File: src/rtl/assert_macros.svh
// Assertion helpers shared by the RTL.
// Define ASSERT_OFF to compile all of them away.
`ifndef ASSERT_MACROS_SVH
`define ASSERT_MACROS_SVH

`ifndef ASSERT_OFF

// Property must hold at every clock edge outside reset
`define ASSERT_PROP(lbl, clk, rst_n, prop) \
    lbl: assert property (@(posedge clk) disable iff (!rst_n) prop) \
        else $error("assertion failed");

// Expression must never be true outside reset
`define ASSERT_NEVER(lbl, clk, rst_n, expr) \
    lbl: assert property (@(posedge clk) disable iff (!rst_n) !(expr)) \
        else $error("forbidden condition seen");

`else

`define ASSERT_PROP(lbl, clk, rst_n, prop)
`define ASSERT_NEVER(lbl, clk, rst_n, expr)

`endif

`endif

File: src/rtl/ipe_pkg.sv
package ipe_pkg;

    // Colour table geometry
    localparam int PAL_DEPTH = 256;
    localparam int PAL_AW    = $clog2(PAL_DEPTH);

    // Register indexes on the configuration port
    localparam logic [1:0] CFG_PIXEL_SIZE   = 2'd0;
    localparam logic [1:0] CFG_ROW_BYTES    = 2'd1;
    localparam logic [1:0] CFG_IMAGE_WIDTH  = 2'd2;
    localparam logic [1:0] CFG_PALETTE_LAST = 2'd3;

    // Register reset values
    localparam logic [1:0]  RST_PIXEL_SIZE   = 2'd3;
    localparam logic [13:0] RST_ROW_BYTES    = 14'd4;
    localparam logic [15:0] RST_IMAGE_WIDTH  = 16'd32;
    localparam logic [7:0]  RST_PALETTE_LAST = 8'd1;

    // Input word kinds
    localparam logic ACT_LOAD  = 1'b0;
    localparam logic ACT_PIXEL = 1'b1;

    // One colour table entry as stored
    typedef struct packed {
        logic [15:0] value;
        logic [15:0] red;
        logic [15:0] green;
        logic [15:0] blue;
    } pal_entry_t;

    // Sequencer states, one-hot
    typedef enum logic [3:0] {
        ST_IDLE  = 4'b0001,
        ST_PIXEL = 4'b0010,
        ST_SCAN  = 4'b0100,
        ST_PUSH  = 4'b1000
    } state_t;

    // Commands from the sequencer to the datapath
    typedef struct packed {
        logic load;         // write a table entry, restart the row
        logic start_byte;   // latch a data byte, advance the row position
        logic start_pixel;  // begin a table search for the current pixel
        logic scan;         // one search step
        logic push;         // move the result into the output register
    } dp_cmd_t;

    // Status from the datapath to the sequencer
    typedef struct packed {
        logic pad;       // current column lies beyond the image width
        logic hit;       // entry under compare matches the pixel
        logic at_limit;  // entry under compare is the last one searched
        logic out_free;  // output register can take a word this cycle
        logic last;      // current pixel is the final visible one of the byte
    } dp_sts_t;

endpackage

File: src/rtl/ipe_ctrl.sv
`include "assert_macros.svh"

module ipe_ctrl (
    input  logic             clk,
    input  logic             rst_n,
    input  logic             in_valid,
    output logic             in_stall,
    input  logic             action,
    output ipe_pkg::dp_cmd_t cmd,
    input  ipe_pkg::dp_sts_t sts
);

    ipe_pkg::state_t state_reg, state_next;

    // Sequencer
    always_comb
    begin
        state_next = state_reg;
        cmd        = '0;
        unique case (state_reg)
            ipe_pkg::ST_IDLE:
            begin
                if (in_valid)
                begin
                    if (action == ipe_pkg::ACT_LOAD)
                    begin
                        cmd.load = 1'b1;
                    end
                    else
                    begin
                        cmd.start_byte = 1'b1;
                        state_next     = ipe_pkg::ST_PIXEL;
                    end
                end
            end
            ipe_pkg::ST_PIXEL:
            begin
                if (sts.pad)
                begin
                    state_next = ipe_pkg::ST_IDLE;
                end
                else
                begin
                    cmd.start_pixel = 1'b1;
                    state_next      = ipe_pkg::ST_SCAN;
                end
            end
            ipe_pkg::ST_SCAN:
            begin
                cmd.scan = 1'b1;
                if (sts.hit || sts.at_limit)
                begin
                    state_next = ipe_pkg::ST_PUSH;
                end
            end
            ipe_pkg::ST_PUSH:
            begin
                if (sts.out_free)
                begin
                    cmd.push   = 1'b1;
                    state_next = sts.last ? ipe_pkg::ST_IDLE : ipe_pkg::ST_PIXEL;
                end
            end
            default:
            begin
                state_next = ipe_pkg::ST_IDLE;
            end
        endcase
    end

    always_ff @(posedge clk or negedge rst_n)
    begin
        if (!rst_n)
        begin
            state_reg <= ipe_pkg::ST_IDLE;
        end
        else
        begin
            state_reg <= state_next;
        end
    end

    // Input taken only between bytes
    assign in_stall = state_reg != ipe_pkg::ST_IDLE;

    // Checks
    `ASSERT_PROP(a_scan_ends_in_push, clk, rst_n, (state_reg == ipe_pkg::ST_SCAN) && (sts.hit || sts.at_limit) |=> state_reg == ipe_pkg::ST_PUSH)
    `ASSERT_PROP(a_byte_starts_walk, clk, rst_n, in_valid && !in_stall && (action == ipe_pkg::ACT_PIXEL) |=> state_reg == ipe_pkg::ST_PIXEL)
    `ASSERT_PROP(a_load_stays_idle, clk, rst_n, in_valid && !in_stall && (action == ipe_pkg::ACT_LOAD) |=> !in_stall)

endmodule

File: config.mk
export PLATFORM = sky130hd
export DESIGN_NAME = ipe_ctrl
export DESIGN_NICKNAME = d
export VERILOG_FILES = /design/src/rtl/ipe_pkg.sv /design/src/rtl/ipe_ctrl.sv
export VERILOG_INCLUDE_DIRS = /design/src /design/src/rtl
export SDC_FILE = /design/constraint.sdc
export NUM_CORES = 1
export LEC_CHECK = 0
export BUFFER_PORTS_ARGS = -buffer_cell sky130_fd_sc_hd__buf_4
export CAP_MARGIN = 40
export CORE_AREA = 4 4 41 43
export CTS_BUF_LIST = sky130_fd_sc_hd__clkbuf_4
export CTS_CLUSTER_SIZE = 30
export DETAILED_ROUTE_END_ITERATION = 12
export DIE_AREA = 0 0 45 47
export SLEW_MARGIN = 20
export SYNTH_ARGS = -nofsm -noshare
export SYNTH_HDL_FRONTEND = slang
export SYNTH_SLANG_ARGS = --single-unit
File: constraint.sdc
create_clock -name clk -period 1.5 [get_ports clk]
set_clock_uncertainty 0.2 [all_clocks]
set_input_delay 0.15 -clock clk [delete_from_list [all_inputs] [get_ports clk]]
set_output_delay 0.15 -clock clk [all_outputs]
set_load 0.01 [all_outputs]
==> impl_metrics.xml, run 1 <==
<?xml version="1.0" encoding="UTF-8"?>
<metrics>
  <group name="global_routing">
    <metric name="global_route_wire_length_before_repair" unit="um">1460</metric>
    <metric name="antenna_found_initial" unit="">0</metric>
    <metric name="grt_start_max_net_pins" unit="">8</metric>
    <metric name="grt.total_usage" unit="">0.0975</metric>
    <metric name="gr_overflow_total" unit="">0</metric>
    <metric name="first_global_vias" unit="">374</metric>
  </group>
  <group name="cells_and_area">
    <metric name="final_cell_mix" unit="">sky130_fd_sc_hd__buf_4 (18), sky130_fd_sc_hd__clkbuf_4 (4), sky130_fd_sc_hd__buf_6 (4)</metric>
    <metric name="layout-area-overhead-vs-synth" unit="%">89.2</metric>
    <metric name="design.final.nets" unit="">70</metric>
    <metric name="drive_above_1_share" unit="">0.667</metric>
    <metric name="layout_commonest_cell" unit="">sky130_fd_sc_hd__buf_4</metric>
    <metric name="largest_register_ffs" unit="">4</metric>
    <metric name="final.fill_count" unit="">135</metric>
    <metric name="antenna-diode-count" unit="">0</metric>
  </group>
  <group name="logic_synthesis">
    <metric name="count_of_different_cell_masters_after_synthesis" unit="">21</metric>
    <metric name="syn-cell-area" unit="sq um">324</metric>
    <metric name="yosys.area.top_type_share" unit="">0.232</metric>
    <metric name="synthesis.area_per_instance" unit="sq um">9.82</metric>
    <metric name="synth.ff_latch_count" unit="">4</metric>
    <metric name="synth_area_leaders" unit="">sky130_fd_sc_hd__dfrtp_1 (23%), sky130_fd_sc_hd__nor4b_4 (15%), sky130_fd_sc_hd__dfstp_2 (8.1%)</metric>
    <metric name="instance_count_of_the_mapped_netlist" unit="">33</metric>
    <metric name="netlist.top_cell.by_area" unit="">sky130_fd_sc_hd__dfrtp_1</metric>
    <metric name="synth.yosys.seq_area_share" unit="">0.313</metric>
    <metric name="synth-warning-count" unit="">0</metric>
    <metric name="synth_nets" unit="">42</metric>
  </group>
  <group name="timing">
    <metric name="timing.final.crit_share" unit="">1.15</metric>
    <metric name="finalHoldWorstSlack" unit="ns">0.0220</metric>
    <metric name="timing.final.crit_period" unit="ns">1.73</metric>
    <metric name="rsz0062_at_grt" unit="">yes</metric>
    <metric name="finalHoldViolations" unit="">0</metric>
    <metric name="report.final.setup_viol" unit="">8</metric>
    <metric name="timing_max_transition_violations_final" unit="">0</metric>
    <metric name="fmaxAchievable" unit="MHz">578</metric>
    <metric name="total_negative_setup_slack" unit="ns">-1.12</metric>
    <metric name="tightestPinTransition" unit="ns">0.373</metric>
    <metric name="maxSlewHeadroom" unit="">0.748</metric>
    <metric name="setup_ws" unit="ns">-0.230</metric>
  </group>
  <group name="critical_path">
    <metric name="slowest_stage" unit="">sky130_fd_sc_hd__dfrtp_1</metric>
    <metric name="timing.critical_path.required" unit="ns">1.15</metric>
    <metric name="worstPathArrival" unit="ns">1.38</metric>
    <metric name="slowest_delay" unit="ns">0.40</metric>
    <metric name="crit_type" unit="">reg -&gt; out</metric>
    <metric name="critical_path.endpoint_type" unit="">output port</metric>
    <metric name="r2r_slack" unit="ns">-0.11</metric>
    <metric name="cp_max_fo" unit="">7</metric>
    <metric name="worstReg2RegStart" unit="">state_reg[1]</metric>
    <metric name="worstSetupStartpointType" unit="">flip-flop</metric>
    <metric name="timing.critical_path.cells" unit="">buf_12 &gt; nor4b_4 &gt; and3_1 &gt; buf_4</metric>
    <metric name="timing.critical_path.from" unit="">state_reg[1]</metric>
    <metric name="r2r_cells" unit="">5</metric>
  </group>
  <group name="floorplanning">
    <metric name="floorplan.die.width" unit="um">45</metric>
    <metric name="ioPinCount" unit="">15</metric>
    <metric name="design.die.area" unit="sq mm">0.00212</metric>
    <metric name="die_height" unit="um">47</metric>
    <metric name="initial_core_util" unit="">0.249</metric>
    <metric name="fp.coreArea" unit="sq mm">0.00130</metric>
    <metric name="core.rowCount" unit="">13</metric>
  </group>
  <group name="run_status">
    <metric name="status" unit="">complete, but fails checks</metric>
    <metric name="violations" unit="">setup timing</metric>
  </group>
  <group name="placed_design">
    <metric name="detailed_place_hpwl" unit="um">623</metric>
    <metric name="globalplace.congestion" unit="">0.687</metric>
    <metric name="io_buffer_count" unit="">14</metric>
  </group>
  <group name="cts">
    <metric name="tritoncts_num_sinks" unit="">4</metric>
    <metric name="clk_pin_slew" unit="ns">0.04</metric>
    <metric name="htree_levels" unit="">1</metric>
    <metric name="root_buffer" unit="">sky130_fd_sc_hd__clkbuf_4</metric>
    <metric name="cts_tree" unit="">yes</metric>
    <metric name="clk_latency" unit="ns">0.23</metric>
    <metric name="cts-root-to-sink-buffers" unit="">2</metric>
    <metric name="tritoncts.num_buffers" unit="">3</metric>
  </group>
  <group name="drt">
    <metric name="wl" unit="um">932</metric>
    <metric name="via_count" unit="">352</metric>
    <metric name="post_drt_wl_per_cell" unit="um">12.4</metric>
    <metric name="route.detailed.vias_per_inst" unit="">4.69</metric>
    <metric name="drtPass1Iterations" unit="">2</metric>
    <metric name="final_antenna_net_count" unit="">0</metric>
    <metric name="route.detailed.drc" unit="">0</metric>
    <metric name="drtIter0Drc" unit="">3</metric>
  </group>
  <group name="run">
    <metric name="cap_violations" unit="">0</metric>
  </group>
  <group name="power_and_ir_drop">
    <metric name="power_density" unit="mW/mm^2">1470</metric>
    <metric name="leakage" unit="nW">0.281</metric>
    <metric name="worst_ir_drop_vdd" unit="mV">0.712</metric>
  </group>
  <group name="hold_path">
    <metric name="hold_class" unit="">in -&gt; reg</metric>
    <metric name="timing.hold.worst.start" unit="">sts[1]</metric>
    <metric name="holdPathStages" unit="">3</metric>
  </group>
</metrics>
-- per-layer routing --
layer | vias up | wire length [um] | GRT usage
met2 | 11 | 547 | 0.195
met3 | 0 | 49 | 0.0115
met4 | 0 | 0 | 0.0526
met1 | 168 | 334 | 0.0966
li1 | 173 | - | -
met5 | - | 0 | 0
-- what timing repair did --
item,CTS,global route
cloned,0,0
endpoints found under the setup margin,8,9
setup buffers,4,1
gates resized for setup,6,4
endpoints found under the hold margin,4,0
pin swaps,3,1
hold buffers,1,0
-- critical path, delay by kind of cell (launching register included) --
kind	cells	cell delay (ns)
flip-flops	1	0.40
buffers and inverters	2	0.27
AND/OR/NAND/NOR	2	0.48
-- cell usage after synthesis --
cell and count:
sky130_fd_sc_hd__inv_1 4, sky130_fd_sc_hd__a21oi_1 3, sky130_fd_sc_hd__dfrtp_1 3, sky130_fd_sc_hd__nor3b_1 3, sky130_fd_sc_hd__and2_1 2, sky130_fd_sc_hd__nand2_1 2
sky130_fd_sc_hd__nor4b_4 2, sky130_fd_sc_hd__a2111oi_2 1, sky130_fd_sc_hd__a21o_1 1, sky130_fd_sc_hd__a22oi_1 1, sky130_fd_sc_hd__and2b_1 1, sky130_fd_sc_hd__and3_1 1
sky130_fd_sc_hd__buf_4 1, sky130_fd_sc_hd__dfstp_2 1, sky130_fd_sc_hd__nor2_1 1, sky130_fd_sc_hd__nor2_2 1, sky130_fd_sc_hd__nor4_1 1, sky130_fd_sc_hd__nor4b_2 1
sky130_fd_sc_hd__o21ai_0 1, sky130_fd_sc_hd__o311ai_0 1, sky130_fd_sc_hd__or2_1 1
-- cell type report --
| class | instances | area, sq um | share of cell area |
|---|---|---|---|
| timing repair buffer | 24 | 210 | 0.343 |
| tap | 15 | 18.8 | 0.0306 |
| clock buffer | 4 | 30.0 | 0.0490 |
| sequential | 4 | 104 | 0.169 |
| inverter | 4 | 15.0 | 0.0245 |
| multi-input combinational | 24 | 235 | 0.384 |
-- report_power, final --
group	internal [mW]	switching [mW]
Clock	0.118	0.0393
Sequential	0.152	0.0387
Combinational	0.323	0.229
Total	0.592	0.307
-- logic make-up after synthesis --
kind of cell / count (synthesis) / synth area share
flip-flops: 4 / 0.313
buffers and inverters: 5 / 0.0695
AND/OR/NAND/NOR: 16 / 0.436
AO/OA/AOI/OAI: 8 / 0.181
-- worst paths after layout --
check                               end
max                              cmd[3]
min                        state_reg[1]
max reg2reg                state_reg[1]
min reg2reg                state_reg[3]
max in group asynchronous  state_reg[0]
min in group asynchronous  state_reg[2]
-- metrics by stage --
stage	setup WS [ns]	total power, mW	area (sq um)	instances	utilization
2_1_floorplan	-0.000275	0.439	337	33	-
3_3_place_gp	-0.0647	0.603	495	65	0.381
3_5_place_dp	-0.0825	0.606	495	65	0.381
4_1_cts	-0.227	0.876	591	74	0.454
5_1_grt	-0.282	0.960	613	75	0.471
6_report	-0.230	0.899	613	75	0.471
Power figures use the tool's default switching activity.
==> inputs of run 2 (changes only) <==
--- a/config.mk
+++ b/config.mk
@@ -6,13 +6,14 @@
 export SDC_FILE = /design/constraint.sdc
 export NUM_CORES = 1
 export LEC_CHECK = 0
+export ABC_AREA = 1
 export BUFFER_PORTS_ARGS = -buffer_cell sky130_fd_sc_hd__buf_4
-export CAP_MARGIN = 40
 export CORE_AREA = 4 4 41 43
 export CTS_BUF_LIST = sky130_fd_sc_hd__clkbuf_4
 export CTS_CLUSTER_SIZE = 30
 export DETAILED_ROUTE_END_ITERATION = 12
 export DIE_AREA = 0 0 45 47
+export MAX_ROUTING_LAYER = met4
 export SLEW_MARGIN = 20
 export SYNTH_ARGS = -nofsm -noshare
 export SYNTH_HDL_FRONTEND = slang
==> run 2 against run 1 <==
  * The flow still finishes with violations (setup timing)
  * Sequential cell count unchanged
  * Count of clock-buffer cells in the layout did not move
  * Sequential share of layout area shrank 1.2 points
  * Critical path type unchanged
  * Hold slack better by 0.0066 ns
  * Non-clock buffer count stayed put
  * Utilization up 2.3 points
  * Critical path depth is 3 higher
  * Maximum frequency is 5.4% higher
  * Largest power group unchanged
  * Register-to-register slack better by 0.03 ns
  * Worst setup slack better by 0.088 ns
  * Synthesized cell count rose by 67%
==> impl_metrics.xml, run 2 <==
<?xml version="1.0" encoding="UTF-8"?>
<metrics>
  <group name="run_status">
    <metric name="violations" unit="">setup timing</metric>
    <metric name="status" unit="">complete, but fails checks</metric>
  </group>
  <group name="cts">
    <metric name="tritoncts.num_buffers" unit="">3</metric>
    <metric name="cts-root-to-sink-buffers" unit="">2</metric>
    <metric name="root_buffer" unit="">sky130_fd_sc_hd__clkbuf_4</metric>
    <metric name="htree_levels" unit="">1</metric>
    <metric name="clk_pin_slew" unit="ns">0.04</metric>
    <metric name="tritoncts_num_sinks" unit="">4</metric>
    <metric name="cts_tree" unit="">yes</metric>
    <metric name="clk_latency" unit="ns">0.24</metric>
  </group>
  <group name="timing">
    <metric name="tightestPinTransition" unit="ns">0.249</metric>
    <metric name="maxSlewHeadroom" unit="">0.833</metric>
    <metric name="setup_ws" unit="ns">-0.142</metric>
    <metric name="rsz0062_at_grt" unit="">yes</metric>
    <metric name="report.final.setup_viol" unit="">9</metric>
    <metric name="finalHoldWorstSlack" unit="ns">0.0286</metric>
    <metric name="timing.final.crit_share" unit="">1.09</metric>
    <metric name="fmaxAchievable" unit="MHz">609</metric>
    <metric name="timing.final.crit_period" unit="ns">1.64</metric>
    <metric name="timing_max_transition_violations_final" unit="">0</metric>
    <metric name="finalHoldViolations" unit="">0</metric>
  </group>
  <group name="logic_synthesis">
    <metric name="count_of_different_cell_masters_after_synthesis" unit="">17</metric>
    <metric name="synth_top_flop_cell" unit="">sky130_fd_sc_hd__dfrtp_1</metric>
    <metric name="synthSimpleGateAreaFrac" unit="">0.566</metric>
    <metric name="synth_top_family_by_area" unit="">simple AND/OR/NAND/NOR gates</metric>
    <metric name="synth_adder_area_share" unit="">0</metric>
    <metric name="synth-warning-count" unit="">0</metric>
    <metric name="synth_area_leaders" unit="">sky130_fd_sc_hd__dfrtp_1 (21%), sky130_fd_sc_hd__nand2_1 (13%), sky130_fd_sc_hd__nand2_2 (10%)</metric>
    <metric name="synth_top_cells_by_count" unit="">sky130_fd_sc_hd__nand2_1 (12), sky130_fd_sc_hd__nor2_1 (9), sky130_fd_sc_hd__inv_1 (6), sky130_fd_sc_hd__nand2_2 (6), sky130_fd_sc_hd__inv_2 (5)</metric>
    <metric name="instance_count_of_the_mapped_netlist" unit="">55</metric>
    <metric name="synth.most_common_cell" unit="">sky130_fd_sc_hd__nand2_1</metric>
    <metric name="async_flop_share" unit="">1.00</metric>
    <metric name="synth.yosys.seq_area_share" unit="">0.283</metric>
    <metric name="netlist.top_cell.by_area" unit="">sky130_fd_sc_hd__dfrtp_1</metric>
    <metric name="synth-edff-count" unit="">0</metric>
    <metric name="synthesis.area_per_instance" unit="sq um">6.51</metric>
    <metric name="synth.ff_latch_count" unit="">4</metric>
    <metric name="synth_xor_xnor_area_share" unit="">0</metric>
    <metric name="synth_compound_area_frac" unit="">0.0140</metric>
    <metric name="yosys.area.top_type_share" unit="">0.210</metric>
    <metric name="synth_nets" unit="">64</metric>
    <metric name="syn-cell-area" unit="sq um">358</metric>
    <metric name="synth_mux_area_frac" unit="">0</metric>
  </group>
  <group name="global_routing">
    <metric name="grt_start_max_net_pins" unit="">5</metric>
    <metric name="antenna_found_initial" unit="">0</metric>
    <metric name="global_route_wire_length_before_repair" unit="um">1390</metric>
    <metric name="first_global_vias" unit="">387</metric>
    <metric name="grt.total_usage" unit="">0.0940</metric>
    <metric name="gr_overflow_total" unit="">0</metric>
  </group>
  <group name="power_and_ir_drop">
    <metric name="sw_frac_of_total" unit="">0.415</metric>
    <metric name="clock_power_share" unit="">0.155</metric>
    <metric name="worst_ir_drop_vdd" unit="mV">0.876</metric>
    <metric name="psw" unit="mW">0.446</metric>
    <metric name="p_int" unit="mW">0.628</metric>
    <metric name="power_density" unit="mW/mm^2">1670</metric>
    <metric name="power_frac_seq" unit="">0.170</metric>
    <metric name="leakage" unit="nW">0.342</metric>
    <metric name="power.combinational.fraction" unit="">0.675</metric>
  </group>
  <group name="critical_path">
    <metric name="critPathTopFamily" unit="">flip-flops</metric>
    <metric name="crit_type" unit="">reg -&gt; out</metric>
    <metric name="critical_path.endpoint_type" unit="">output port</metric>
    <metric name="timing.critical_path.cells" unit="">buf_6 &gt; inv_6 &gt; nand2_4 &gt; nor2_4 &gt; inv_2 &gt; nor2_1 &gt; buf_4</metric>
    <metric name="worst_path_buffer_plus_inverter_count" unit="">4</metric>
    <metric name="worstPathArrival" unit="ns">1.29</metric>
    <metric name="cp_max_fo" unit="">3</metric>
    <metric name="slowest_stage" unit="">sky130_fd_sc_hd__dfstp_2</metric>
    <metric name="slowest_delay" unit="ns">0.54</metric>
    <metric name="worstSetupStartpointType" unit="">flip-flop</metric>
    <metric name="timing.critical_path.required" unit="ns">1.15</metric>
  </group>
  <group name="floorplanning">
    <metric name="core.rowCount" unit="">13</metric>
    <metric name="ioPinCount" unit="">15</metric>
    <metric name="initial_core_util" unit="">0.275</metric>
    <metric name="floorplan.die.width" unit="um">45</metric>
    <metric name="die_height" unit="um">47</metric>
    <metric name="fp.coreArea" unit="sq mm">0.00130</metric>
    <metric name="design.die.area" unit="sq mm">0.00212</metric>
  </group>
  <group name="placed_design">
    <metric name="detailed_place_hpwl" unit="um">663</metric>
    <metric name="globalplace.congestion" unit="">0.769</metric>
    <metric name="io_buffer_count" unit="">14</metric>
    <metric name="place_area" unit="sq um">474</metric>
  </group>
  <group name="drt">
    <metric name="wl" unit="um">961</metric>
    <metric name="via_count" unit="">412</metric>
    <metric name="drtIter0Drc" unit="">5</metric>
    <metric name="route.detailed.drc" unit="">0</metric>
    <metric name="met3RoutedLength" unit="um">47</metric>
    <metric name="post_drt_wl_per_cell" unit="um">9.91</metric>
    <metric name="top_layer_used" unit="">met3</metric>
    <metric name="drtPass1Iterations" unit="">3</metric>
    <metric name="detail_route.wirelength.met1" unit="um">387</metric>
    <metric name="detailroute.wirelength.met2" unit="um">525</metric>
    <metric name="route.detailed.vias_per_inst" unit="">4.25</metric>
    <metric name="final_antenna_net_count" unit="">0</metric>
  </group>
  <group name="cells_and_area">
    <metric name="antenna-diode-count" unit="">0</metric>
    <metric name="post-route-util" unit="">0.494</metric>
    <metric name="drive_above_1_share" unit="">0.659</metric>
    <metric name="final_cell_area" unit="sq um">643</metric>
    <metric name="layout_commonest_cell" unit="">sky130_fd_sc_hd__buf_4</metric>
    <metric name="final.fill_count" unit="">134</metric>
    <metric name="final_cell_mix" unit="">sky130_fd_sc_hd__buf_4 (20), sky130_fd_sc_hd__nand2_1 (10)</metric>
    <metric name="layout-area-overhead-vs-synth" unit="%">79.7</metric>
    <metric name="largest_register_ffs" unit="">4</metric>
    <metric name="design.final.nets" unit="">92</metric>
  </group>
  <group name="run">
    <metric name="cap_violations" unit="">0</metric>
  </group>
  <group name="hold_path">
    <metric name="hold_class" unit="">in -&gt; reg</metric>
  </group>
</metrics>
## run 2: per-stage QoR
| step | total power, mW | TNS (ns) | setup WS (ns) | cells |
|---|---|---|---|---|
| final | 1.07 | -0.770 | -0.142 | 97 |
| after detailed placement | 0.632 | 0 | 0.108 | 83 |
| after CTS | 0.879 | -0.370 | -0.122 | 91 |
| after global placement | 0.633 | 0 | 0.0966 | 83 |
| after global routing | 1.15 | -1.19 | -0.178 | 97 |
| after floorplan | 0.513 | 0 | 0.155 | 55 |
## run 2: metal layers
metal	global-route usage	up-vias
li1	-	213
met3	0.0115	0
met1	0.101	190
met5	-	-
met2	0.158	9
met4	0.0702	0
## run 2: worst paths after layout
kind	cells after the start	slack, ns	startpoint	to
max	7	-0.14	state_reg[0]	cmd[0]
min	4	0.03	sts[1]	state_reg[3]
max reg2reg	9	-0.08	state_reg[0]	state_reg[1]
min reg2reg	5	0.51	state_reg[1]	state_reg[3]
max in group asynchronous	2	0.86	rst_n	state_reg[0]
min in group asynchronous	2	0.05	rst_n	state_reg[2]
## run 2: layout make-up
type                            instances  area, sq um  share of cell area
Multi-Input combinational cell         39          253               0.393
Tap cell                               15         18.8              0.0292
Timing Repair Buffer                   24          194               0.302
Sequential cell                         4          101               0.158
Inverter                               11         46.3              0.0720
Clock buffer                            4         30.0              0.0467
## run 2: power groups by stage
stage | sequential, mW | combinational (mW) | clock [mW]
final | 0.183 | 0.725 | 0.167
after CTS | 0.190 | 0.516 | 0.173
after floorplan | 0.185 | 0.328 | 0
after detailed placement | 0.192 | 0.440 | 0
after global placement | 0.193 | 0.440 | 0
after global routing | 0.185 | 0.787 | 0.178
## run 2: repair_timing
action / 4_1_cts / 5_1_grt
gates resized for setup: 5 / 14
endpoints found under the setup margin: 5 / 9
buffers inserted: 3 / 7
hold endpoints to repair: 4 / 0
pin swaps: 3 / 6
gates cloned: 0 / 0
hold buffers: 1 / 0
## run 2: cell families (layout without fill, tap and decap cells)
| kind of cell | after synthesis | in the layout |
|---|---|---|
| AND/OR/NAND/NOR | 38 | 38 |
| buffers and inverters | 12 | 39 |
| flip-flops | 4 | 4 |
| AO/OA/AOI/OAI | 1 | 1 |
## run 2: tightest hold or removal path: stages
cell and delay [ns]:
sky130_fd_sc_hd__buf_4 0.08, sky130_fd_sc_hd__inv_1 0.06, sky130_fd_sc_hd__nand2_4 0.08, sky130_fd_sc_hd__nand2_1 0.05
